<file path="config.mk">
export PLATFORM = sky130hd
export DESIGN_NAME = ordered_list_insert_delete_core
export DESIGN_NICKNAME = d
export VERILOG_FILES = /design/src/hw/rtl/olid_pkg.sv /design/src/hw/rtl/olid_cell.sv /design/src/hw/rtl/ordered_list_insert_delete_core.sv
export VERILOG_INCLUDE_DIRS = /design/src /design/src/hw/rtl
export SDC_FILE = /design/constraint.sdc
export NUM_CORES = 1
export LEC_CHECK = 0
export BUFFER_PORTS_ARGS = -buffer_cell sky130_fd_sc_hd__buf_2
export CORE_MARGIN = 3
export CORE_UTILIZATION = 35
export CTS_CLUSTER_DIAMETER = 120
export DETAILED_ROUTE_END_ITERATION = 8
export RECOVER_POWER = 100
export SLEW_MARGIN = 20
export SYNTH_ARGS = -nofsm -noshare
export SYNTH_HDL_FRONTEND = slang
export SYNTH_SLANG_ARGS = --single-unit
</file>
<file path="constraint.sdc">
create_clock -name clk -period 3.9 [get_ports clk]
set_input_delay 0.195 -clock clk [delete_from_list [all_inputs] [get_ports clk]]
set_output_delay 0.195 -clock clk [all_outputs]
set_load 0.01 [all_outputs]
</file>
<file path="src/hw/rtl/ordered_list_insert_delete_core_defines.svh">
// Assertion macros shared by the ordered list core.
`ifndef ORDERED_LIST_INSERT_DELETE_CORE_DEFINES_SVH
`define ORDERED_LIST_INSERT_DELETE_CORE_DEFINES_SVH

// same-cycle implication, sampled on clk, off during rst
`define OLID_ASSERT_NOW(lbl, ante, cons, msg) \
  lbl: assert property (@(posedge clk) disable iff (rst) (ante) |-> (cons)) else $error(msg);

// next-cycle implication, sampled on clk, off during rst
`define OLID_ASSERT_NEXT(lbl, ante, cons, msg) \
  lbl: assert property (@(posedge clk) disable iff (rst) (ante) |=> (cons)) else $error(msg);

`endif

</file>
<file path="src/hw/rtl/olid_pkg.sv">
// Types and codes shared by the ordered list core and its cells.
`default_nettype none

package olid_pkg;

  localparam int unsigned VALUE_W = 32;
  localparam int unsigned ENTRY_COUNT_W = 5;
  localparam int unsigned S_TDATA_W = 40;
  localparam int unsigned M_TDATA_W = 8;

  typedef enum logic [1:0] {
    FN_PUSH_FRONT = 2'd0,
    FN_PUSH_BACK  = 2'd1,
    FN_DELETE     = 2'd2,
    FN_NOP        = 2'd3
  } func_t;

  typedef enum logic [1:0] {
    STAT_OK        = 2'd0,
    STAT_FULL      = 2'd1,
    STAT_EMPTY     = 2'd2,
    STAT_NOT_FOUND = 2'd3
  } status_t;

  typedef enum logic [1:0] {
    PH_IDLE,
    PH_MATCH,
    PH_APPLY
  } phase_t;

  // broadcast from the controller to every cell
  typedef struct packed {
    logic                  match_en;
    logic                  apply_en;
    func_t                 func;
    logic [VALUE_W-1:0]    value;
  } cell_ctrl_t;

endpackage

`default_nettype wire

</file>
<file path="src/hw/rtl/olid_cell.sv">
// One list position: holds an entry, its occupied flag and a match flag.
`default_nettype none

module olid_cell (
  input  wire logic                         clk,
  input  wire logic                         rst,
  input  wire olid_pkg::cell_ctrl_t         ctrl,
  input  wire logic [olid_pkg::VALUE_W-1:0] left_entry,
  input  wire logic                         left_used,
  input  wire logic [olid_pkg::VALUE_W-1:0] right_entry,
  input  wire logic                         right_used,
  input  wire logic                         hit_in,
  output logic [olid_pkg::VALUE_W-1:0]      entry,
  output logic                              used,
  output logic                              hit_out
);

  logic match;

  // a match at or in front of this cell: this cell closes up from the right
  assign hit_out = hit_in | match;

  always_ff @(posedge clk) begin
    if (rst) begin
      used  <= 1'b0;
      match <= 1'b0;
    end else begin
      if (ctrl.match_en) begin
        match <= used && (entry == ctrl.value);
      end
      if (ctrl.apply_en) begin
        unique case (ctrl.func)
          olid_pkg::FN_PUSH_FRONT: used <= left_used;
          olid_pkg::FN_PUSH_BACK: begin
            if (!used && left_used) used <= 1'b1;
          end
          olid_pkg::FN_DELETE: begin
            if (hit_out) used <= right_used;
          end
          olid_pkg::FN_NOP: ;
        endcase
      end
    end
  end

  always_ff @(posedge clk) begin
    if (ctrl.apply_en) begin
      unique case (ctrl.func)
        olid_pkg::FN_PUSH_FRONT: entry <= left_entry;
        olid_pkg::FN_PUSH_BACK: begin
          if (!used && left_used) entry <= ctrl.value;
        end
        olid_pkg::FN_DELETE: begin
          if (hit_out) entry <= right_entry;
        end
        olid_pkg::FN_NOP: ;
      endcase
    end
  end

endmodule

`default_nettype wire

</file>
<file path="src/hw/rtl/ordered_list_insert_delete_core.sv">
// Top level of the ordered list core: request control, count and the row of cells.
//
//  channel  dir  beat contents (tdata, lowest bit up)
//  s_axis   in   func[1:0], value[33:2], zero pad[39:34]
//  m_axis   out  status[1:0], entry_count[6:2], zero pad[7]
//
// One request at a time: accept, compare in every cell, then apply and
// register the result before the next request is accepted.
// The compare cycle registers each cell's match; the apply cycle ripples the
// first-match flag down the row of cells and shifts entries in one step.
// A result waiting at m_axis holds the apply cycle until it is taken.
// rst (synchronous) empties the list; entry contents are not cleared.
`default_nettype none
`include "ordered_list_insert_delete_core_defines.svh"

module ordered_list_insert_delete_core #(
  parameter int unsigned CAPACITY = 16
) (
  input  wire logic                           clk,
  input  wire logic                           rst,
  input  wire logic                           s_tvalid,
  output logic                                s_tready,
  input  wire logic [olid_pkg::S_TDATA_W-1:0] s_tdata,  // func[1:0], value[33:2]
  output logic                                m_tvalid,
  input  wire logic                           m_tready,
  output logic [olid_pkg::M_TDATA_W-1:0]      m_tdata   // status[1:0], entry_count[6:2]
);

  localparam int unsigned CNT_W = $clog2(CAPACITY + 1);
  localparam int unsigned VW = olid_pkg::VALUE_W;
  localparam int unsigned ECW = olid_pkg::ENTRY_COUNT_W;

  olid_pkg::phase_t     phase, phase_next;
  olid_pkg::func_t      req_func;
  logic [VW-1:0]        req_value;
  logic [CNT_W-1:0]     count, count_next;
  olid_pkg::status_t    status;
  olid_pkg::cell_ctrl_t ctrl;

  logic out_free;
  logic match_go;
  logic apply_go;
  logic full;
  logic empty;
  logic found;

  logic [VW-1:0]     entry_q [CAPACITY];
  logic [CAPACITY-1:0] used_vec;
  logic [CAPACITY:0]   hit;
  logic [CNT_W+ECW-1:0] cnt_ext;

  assign out_free = !m_tvalid || m_tready;
  assign full     = (count == CNT_W'(CAPACITY));
  assign empty    = (count == '0);
  assign found    = hit[CAPACITY];

  // ---- phase control ----
  always_comb begin
    phase_next = phase;
    unique case (phase)
      olid_pkg::PH_IDLE:  if (s_tvalid) phase_next = olid_pkg::PH_MATCH;
      olid_pkg::PH_MATCH: phase_next = olid_pkg::PH_APPLY;
      olid_pkg::PH_APPLY: if (out_free) phase_next = olid_pkg::PH_IDLE;
      default:            phase_next = olid_pkg::PH_IDLE;
    endcase
  end

  always_comb begin
    s_tready = 1'b0;
    match_go = 1'b0;
    apply_go = 1'b0;
    unique case (phase)
      olid_pkg::PH_IDLE:  s_tready = 1'b1;
      olid_pkg::PH_MATCH: match_go = 1'b1;
      olid_pkg::PH_APPLY: apply_go = out_free;
      default: ;
    endcase
  end

  always_ff @(posedge clk) begin
    if (rst) begin
      phase <= olid_pkg::PH_IDLE;
    end else begin
      phase <= phase_next;
    end
  end

  always_ff @(posedge clk) begin
    if (rst) begin
      req_func <= olid_pkg::FN_NOP;
    end else if (s_tvalid && s_tready) begin
      req_func <= olid_pkg::func_t'(s_tdata[1:0]);
    end
  end

  always_ff @(posedge clk) begin
    if (s_tvalid && s_tready) begin
      req_value <= s_tdata[VW+1:2];
    end
  end

  // ---- status and count ----
  always_comb begin
    status     = olid_pkg::STAT_OK;
    count_next = count;
    unique case (req_func) inside
      olid_pkg::FN_PUSH_FRONT, olid_pkg::FN_PUSH_BACK: begin
        if (full) status = olid_pkg::STAT_FULL;
        else count_next = count + CNT_W'(1);
      end
      olid_pkg::FN_DELETE: begin
        if (empty) status = olid_pkg::STAT_EMPTY;
        else if (!found) status = olid_pkg::STAT_NOT_FOUND;
        else count_next = count - CNT_W'(1);
      end
      olid_pkg::FN_NOP: ;
    endcase
  end

  always_ff @(posedge clk) begin
    if (rst) begin
      count <= '0;
    end else if (apply_go) begin
      count <= count_next;
    end
  end

  // ---- row of cells ----
  always_comb begin
    ctrl.match_en = match_go;
    ctrl.apply_en = apply_go && ((req_func == olid_pkg::FN_DELETE) || !full);
    ctrl.func     = req_func;
    ctrl.value    = req_value;
  end

  assign hit[0] = 1'b0;

  for (genvar i = 0; i < CAPACITY; i++) begin : g_cell
    logic [VW-1:0] left_entry;
    logic          left_used;
    logic [VW-1:0] right_entry;
    logic          right_used;

    if (i == 0) begin : g_head
      // the head takes the request value on a push at the front or onto an empty list
      assign left_entry = req_value;
      assign left_used  = 1'b1;
    end else begin : g_body
      assign left_entry = entry_q[i-1];
      assign left_used  = used_vec[i-1];
    end

    if (i == CAPACITY - 1) begin : g_tail
      assign right_entry = '0;
      assign right_used  = 1'b0;
    end else begin : g_inner
      assign right_entry = entry_q[i+1];
      assign right_used  = used_vec[i+1];
    end

    olid_cell u_cell (
      .clk         (clk),
      .rst         (rst),
      .ctrl        (ctrl),
      .left_entry  (left_entry),
      .left_used   (left_used),
      .right_entry (right_entry),
      .right_used  (right_used),
      .hit_in      (hit[i]),
      .entry       (entry_q[i]),
      .used        (used_vec[i]),
      .hit_out     (hit[i+1])
    );
  end

  // ---- result register ----
  assign cnt_ext = {{ECW{1'b0}}, count_next};

  always_ff @(posedge clk) begin
    if (rst) begin
      m_tvalid <= 1'b0;
    end else if (apply_go) begin
      m_tvalid <= 1'b1;
    end else if (m_tready) begin
      m_tvalid <= 1'b0;
    end
  end

  always_ff @(posedge clk) begin
    if (apply_go) begin
      m_tdata <= {1'b0, cnt_ext[ECW-1:0], status};
    end
  end

  // ---- checks ----
  `OLID_ASSERT_NOW(a_used_packed, 1'b1, ((used_vec & (used_vec + CAPACITY'(1))) == '0), "occupied cells not packed at front")
  `OLID_ASSERT_NOW(a_used_count, 1'b1, ($countones(used_vec) == int'(count)), "occupied cells disagree with count")
  `OLID_ASSERT_NEXT(a_delete_shrinks, (apply_go && (req_func == olid_pkg::FN_DELETE) && found), (count == $past(count) - CNT_W'(1)), "delete with match did not shrink count")

endmodule

`default_nettype wire
</file>
==> results.md, run 1 <==
- Die area: roughly 100000 µm²
- Ys flop type: edfxtp_1
- CP Data Arrival Time: 3540 ps
- Pwr per Cell Area: 435 nW/µm²
- WL/cell: 24.0 µm
- Synth area leader: edfxtp_1
- Mapped Area: 33000 µm²
- Iter 0 DRT Violations: 3292
- Post-Synth Adder-Cell Area: 0.00265
- Violated checks: max-capacitance violations, max-slew violations
- Clk_skew: roughly 28 ps
- Crit start category: register
- Leading cell type in the layout, fill and taps excluded: edfxtp_1
- # nets final: 3320
- Top post-synthesis cells by area: edfxtp_1 (50%), nor2b_1 (8.6%), xnor2_1 (7.7%)
- Maxcap violations: 1
- I/O pin cnt: 54
- Met2 wire len: 51.0 mm
- Critical Path RT: 4130 ps
- Largest family of logic cells by synthesized area: simple AND/OR/NAND/NOR gates
- Grt ovf: 0
- Starting Density: 0.354
- TritonCTS Sinks: 593
- Complex-gate fraction of the synthesized area: 0.0948
- CTS Buf Count: 70
- Vias in the first global route: 24177
- Sequential area share after synthesis: 0.526
- Gpl congestion: between 0.9 and 1
- Status: finished with violations
- Number of synthesized flops with an enable pin: 551
- Critical Path Sink Type: register
- Hold Crit Class: in2reg
- Slowest stage delay, CP: 850 ps
- Clock slew at reported path FFs: 50 ps
- Detail Route Antenna Nets: 0
- Vias/cell: 5.44
- R2r startpoint: count[0]
- R2R Setup Slk: 580 ps
- CP max FO: 32
- Met3 WL: 10.1 mm
- Commonest cells after routing, fill and taps aside: edfxtp_1 (551), nand2_1 (514), a21oi_1 (481), nor2b_1 (452), xnor2_1 (289)
- Leak: 0.0136 µW
- Yosys warns: 0
- Post-Route WL: ~110 mm
- Endpoints failing hold: 0
- Standard-cell rows: 112
- Layout cell share with drive strength beyond 1: 0.0747
- Global-route usage over all layers: 0.219
- Largest net degree at the start of global routing: 203
- Slew @ Worst Pin: 1620 ps
- Max VDD drop: between 0.3 and 0.4 mV
- DIE HEIGHT: 313 µm
- Setup violators final: 0
- Area of the core: around 93000 µm²
- # DRC: 0
- Postcts setup bufs: 0
- Post-synth ARST share: 0
- Post-Synth Simple-Gate Area: 0.192
- RSZ-0062 raised after global routing: false
- Max-slew violations: 37
- Crit share post-route: 0.851
- Crit path kind: reg2reg
- Initial antenna violation count: 1
- DRT met1 WL: 46.9 mm
- Depth of the worst register-to-register path: 6
- CTS tree: yes
- Syn_area_per_cell: about 10 µm²
- FF-to-FF End: g_cell[0].u_cell.entry[24]
- Seq cells post-synth: 593
- Top Metal Used: met4
- First-pass GRT wire length: 163 mm
- Post-synth top area share: 0.501
- Mux cell area share after synthesis: 0.0152
- Fin Setup TNS: 0 ps
- FMAX: about 0.3 GHz
- Fill cells: around 9200
- Hold Path Sink: req_func[0]
- Clock Latency Late Sink: 620 ps
- Slowest library cell on the worst path: clkbuf_2
- Vias: about 25000
- Final core occ: 0.399
- DR pass1 iterations: 5
- Hpwl dp: 78.2 mm
- IO Port Bufs: between 40 and 50
- Post-synth cell types: between 60 and 70
- Post-Synthesis Cells: between 3000 and 4000
- Hold Path Origin: rst
- Crit-path cells: inv_1, ha_1, nand4bb_1, o2111ai_2, a221oi_4, clkbuf_2
- H-tree levels: 3
- Die width: 313 µm
- Area Overhead vs Synth: 13.0%
- Xor and xnor area share after synthesis: 0.136
- Root buffer cell: clkbuf_16
- WHS Path Cells: 4
- CTS max path bufs: 3
- Diode count: 0
- Syn_nets: between 3000 and 4000
- Max-slew headroom: -0.0787
- Tmin final: 3320 ps
## final cells by class
cell class                      count  area [µm²]  share of cell area
Clock inverter                     32         317             0.00848
Tap cell                         1254        1570              0.0420
Multi-Input combinational cell   2389       14600               0.392
Timing Repair Buffer              161        1290              0.0345
Sequential cell                   593       17400               0.466
Clock buffer                       93        1950              0.0523
Inverter                           54         203             0.00543
## cells by family (layout without fill, tap and decap cells)
group                    Yosys count  after routing
AO/OA/AOI/OAI                    590            590
buffers and inverters            281            340
other                              1              1
flip-flops                       593            593
XOR/XNOR                         513            513
multiplexers                      46             46
AND/OR/NAND/NOR                 1232           1232
adder cells (fa/ha/maj)            7              7
## worst max path at each step
stage	startpoint	end	slack (ps)	cells past startpoint
after floorplan	count[0]	g_cell[2].u_cell.used	-390	7
after global placement	count[0]	g_cell[14].u_cell.entry[29]	850	6
after detailed placement	count[0]	g_cell[0].u_cell.entry[29]	780	6
after CTS	count[0]	g_cell[14].u_cell.entry[15]	770	6
after global routing	g_cell[2].u_cell.match	g_cell[14].u_cell.entry[15]	390	5
final	count[0]	g_cell[0].u_cell.entry[24]	580	6
## power breakdown
group / internal (µW) / switching (µW)
logic: 778 / 1410
registers: 7200 / 210
clock network: 3920 / 2740
total: 11900 / 4360
## timing repair
| item | CTS | global route |
|---|---|---|
| hold buffers | 37 | 0 |
| hold endpoints to repair | 37 | 0 |
| endpoints found under the setup margin | 0 | 0 |
| resized for setup | 0 | 0 |
## state kept, by name, summed over array words and instances (netlist names)
name / flops
count: 5
g_cell.u_cell.match: 16
phase: 2
g_cell.u_cell.entry: 512
m_tdata: 7
m_tvalid: 1
req_func: 2
g_cell.u_cell.used: 16
g_cell.left_entry: 32
## critical path: cells and delay by family (launching register included)
kind	cells	cell delay, ps
AOI/OAI and AO/OA	2	890
adders and majority gates	1	290
buffers and inverters	2	950
DFF	1	450
and+or+nand+nor	1	290
## Yosys cell counts (all sizes together), types with 3 or more instances
cell     number
clkbuf      173
ha            7
o21ai        69
xor2        224
nor4         66
nand2b        8
a21oi       481
nor2         46
o211ai        5
edfxtp      551
nand2       514
nor3         24
buf          54
mux2i        13
a211oi        7
mux2         33
nor2b       452
dfxtp        42
xnor2       289
nand4bb       3
nand4        97
inv          54
a221oi        6
nand3         6
## layer usage
metal	vias to the layer above	global-route usage
met5	-	0
met1	12405	0.310
met3	132	0.0403
li1	11238	-
met2	1114	0.351
met4	0	0.0469
## metrics by stage
step | total power, µW | setup slack [ps] | hold WS [ps] | area, µm² | instances
2_1_floorplan | 8960 | -389 | 294 | 33000 | 3263
3_3_place_gp | 9620 | 846 | 371 | 34900 | 4414
3_5_place_dp | 9660 | 783 | 374 | 34900 | 4414
4_1_cts | 16300 | 772 | 5.93 | 37500 | 4576
5_1_grt | 16800 | 388 | 26.5 | 37300 | 4576
6_report | 16300 | 581 | 26.5 | 37300 | 4576
(Power assumes the default switching activity.)
==> run 2, diff against run 1 <==
--- a/config.mk
+++ b/config.mk
@@ -7,7 +7,7 @@
 export NUM_CORES = 1
 export LEC_CHECK = 0
 export BUFFER_PORTS_ARGS = -buffer_cell sky130_fd_sc_hd__buf_2
-export CORE_MARGIN = 3
+export CORE_MARGIN = 2
 export CORE_UTILIZATION = 35
 export CTS_CLUSTER_DIAMETER = 120
 export DETAILED_ROUTE_END_ITERATION = 8
==> run 2 against run 1 <==
The run still ends with max-capacitance violations, max-slew violations left. Clock power is 5.4% lower. Design area is 0.49% lower. Utilization is 0.20 points lower. Setup slack worse by 89 ps. Global-route usage is 0.38 points higher. Sequential power hardly changed. Sequential share of layout area is 0.23 points higher. Combinational power hardly changed. Flip-flop and latch count stayed put. Maximum frequency is 2.6% lower. Worst hold slack better by 41 ps.
==> results.md, run 2 (same netlist as run 1, synthesis figures left out) <==
- Leak: 0.0135 µW (-0.80%)
- Detail Route Antenna Nets: 0 (unchanged)
- Gpl congestion: 0.944 (+3.4%)
- NetSw: 4420 µW (+1.5%)
- H-tree levels: 3 (unchanged)
- Pwr per Cell Area: 428 nW/µm² (-1.7%)
- Hold Crit Class: in2reg
- CP Data Arrival Time: 3840 ps (+300 ps)
- Root buffer cell: clkbuf_16
- Initial antenna violation count: 2 (+1)
- Die area: 96900 µm² (-1.3%)
- Postcts setup bufs: 0 (unchanged)
- Area of the core: 93500 µm² (unchanged)
- Worst slack at placement: 800 ps (+17.5 ps)
- Max-slew headroom: -0.133 (-0.0548)
- Critical Path RT: 4330 ps (+200 ps)
- Slew @ Worst Pin: 1700 ps (+82.1 ps)
- Die width: 311 µm (-0.64%)
- Clk pwr share: 0.396 (-0.014)
- RSZ-0062 raised after global routing: false
- Multi-input logic area: 14700 µm² (+0.26%)
- Diode count: 0 (unchanged)
- Post-Route WL: 111 mm (+0.52%)
- Internal: 11500 µW (-3.6%)
- Global-route usage over all layers: 0.223 (+0.00382)
- First-pass GRT wire length: 164 mm (+0.60%)
- Iter 0 DRT Violations: 3297 (+0.15%)
- Crit-path leading delay family: buffers and inverters
- WHS Path Cells: 2 (-2)
- Slowest library cell on the worst path: clkbuf_2
- Violated checks: max-capacitance violations, max-slew violations
- WL/cell: 24.2 µm (+0.70%)
- Combinational Power Share: 0.138 (+0.003)
- Critical Path Sink Type: register
- Max VDD drop: 0.282 mV (-6.2%)
- Final worst setup slack: 492 ps (-89.3 ps)
- Sequential cell area: 17400 µm² (unchanged)
- Placed insts: 4410 (-0.091%)
- Layout cell share with drive strength beyond 1: 0.0724 (-0.00223)
- IO Port Bufs: 46 (unchanged)
- Vias: 24837 (-0.21%)
- Crit start category: register
- Hpwl dp: 78.5 mm (+0.33%)
- Clock Latency Late Sink: 630 ps (about the same)
- Vias in the first global route: 24553 (+1.6%)
- Largest register FFs: 512 (unchanged)
- Area Overhead vs Synth: 12.4%
- Crit-path cells: inv_1, ha_4, and2_0, clkbuf_2, nand2_1, o21ai_0
- Max-slew violations: 37 (unchanged)
- Placed Area: 34800 µm² (-0.14%)
- CTS max path bufs: 3 (unchanged)
- TritonCTS Sinks: 593 (unchanged)
- Maxcap violations: 1 (unchanged)
- Share of power burned in registers: 0.465 (+0.009)
- Starting Density: 0.354 (unchanged)
- Vias/cell: 5.44 (about the same)
- Clock slew at reported path FFs: 60 ps (about the same)
- Tmin final: 3410 ps (+89.3 ps)
- Status: finished with violations
- Worst hold slack: 67.3 ps (+40.7 ps)
- Crit share post-route: 0.874 (+0.0229)
- Leading cell type in the layout, fill and taps excluded: edfxtp_1
- Grt ovf: 0 (unchanged)
- Top reg by flops: g_cell.u_cell.entry
- # nets final: 3313 (-0.21%)
- Standard-cell rows: 112 (unchanged)
- Endpoints failing hold: 0 (unchanged)
- Sw frac: 0.278 (+0.0102)
- Final core occ: 0.398 (-0.00195)
- FMAX: 0.293 GHz (-2.6%)
- Clk_skew: 21.4 ps (-6.46 ps)
- Slowest stage delay, CP: 910 ps (+60 ps)
- CTS tree: yes
- Crit path buffers/inverters: 2 (unchanged)
- CP max FO: 33 (+3.1%)
- Setup violators final: 0 (unchanged)
- Fill cells: 9261 (+0.53%)
- Commonest cells after routing, fill and taps aside: edfxtp_1 (551), nand2_1 (514), a21oi_1 (481), nor2b_1 (452), xnor2_1 (289)
- I/O pin cnt: 54 (unchanged)
- # DRC: 0 (unchanged)
- DIE HEIGHT: 311 µm (-0.64%)
- Stages on worst setup path: 6 (unchanged)
- Layout Cells excl Fill: 4568 (-0.17%)
- Post-Layout Inst Area: 37200 µm² (-0.49%)
- Depth of the worst register-to-register path: 6 (unchanged)
- Largest net degree at the start of global routing: 151 (-26%)
- CTS Buf Count: 68 (-2.9%)
- DR pass1 iterations: 6 (+1)
- Crit path kind: reg2reg
run 2: cell types whose count changed in the layout (fill, tap and decap cells not counted), moves of 3 or more:
cell and delta:
bufinv_16 -3, clkbuf_1 +7, clkbuf_16 -6, clkinv_1 -4, clkinv_2 -5
run 2: power groups by stage:
| stage | Sequential [µW] | Clock (µW) | Combinational, µW |
|---|---|---|---|
| after floorplan | 7380 | 0 | 1570 |
| after global placement | 7530 | 0 | 2100 |
| after detailed placement | 7530 | 0 | 2140 |
| after CTS | 7400 | 6370 | 2170 |
| after global routing | 7410 | 6590 | 2410 |
| final | 7400 | 6300 | 2200 |
run 2: cell type report:
class / count / area share
Sequential cell: 593 / 0.468
Multi-Input combinational cell: 2389 / 0.394
Clock buffer: 97 / 0.0490
Tap cell: 1254 / 0.0422
Timing Repair Buffer: 156 / 0.0337
Clock inverter: 25 / 0.00721
Inverter: 54 / 0.00546
run 2: path summary, 6_finish.rpt:
check,endpoint,from,slack [ps]
worst min-delay path,g_cell[9].u_cell.used,rst,70
worst min register to register,g_cell[9].u_cell.match,g_cell[9].u_cell.match,470
worst max register to register,g_cell[15].u_cell.entry[15],req_func[1],490
worst max-delay path,g_cell[15].u_cell.entry[15],req_func[1],490
run 2: timing repair:
item | in CTS | in global routing
gates resized for setup | 0 | 0
endpoints found under the hold margin | 37 | 0
setup endpoints to repair | 0 | 0
hold buffers | 36 | 0
run 2: layer usage:
| metal | up-vias | track usage | share of wire |
|---|---|---|---|
| li1 | 11235 | - | - |
| met1 | 12425 | 0.313 | 0.43 |
| met2 | 1035 | 0.356 | 0.46 |
| met3 | 140 | 0.0411 | 0.086 |
| met4 | 2 | 0.0524 | 0.019 |
| met5 | - | 0 | 0.00012 |
run 2: stage by stage:
step / power, µW / TNS, ps
floorplan: 8960 / -75280
global placement: 9630 / 0
detailed placement: 9670 / 0
CTS: 15900 / 0
global route: 16400 / 0
finish: 15900 / 0
run 2: worst reg2reg max path, cell delays in order, from the launching register on:
cell	delay [ps]
dfxtp_1	400
inv_1	140
ha_4	430
and2_0	160
clkbuf_2	910
nand2_1	890
o21ai_0	310
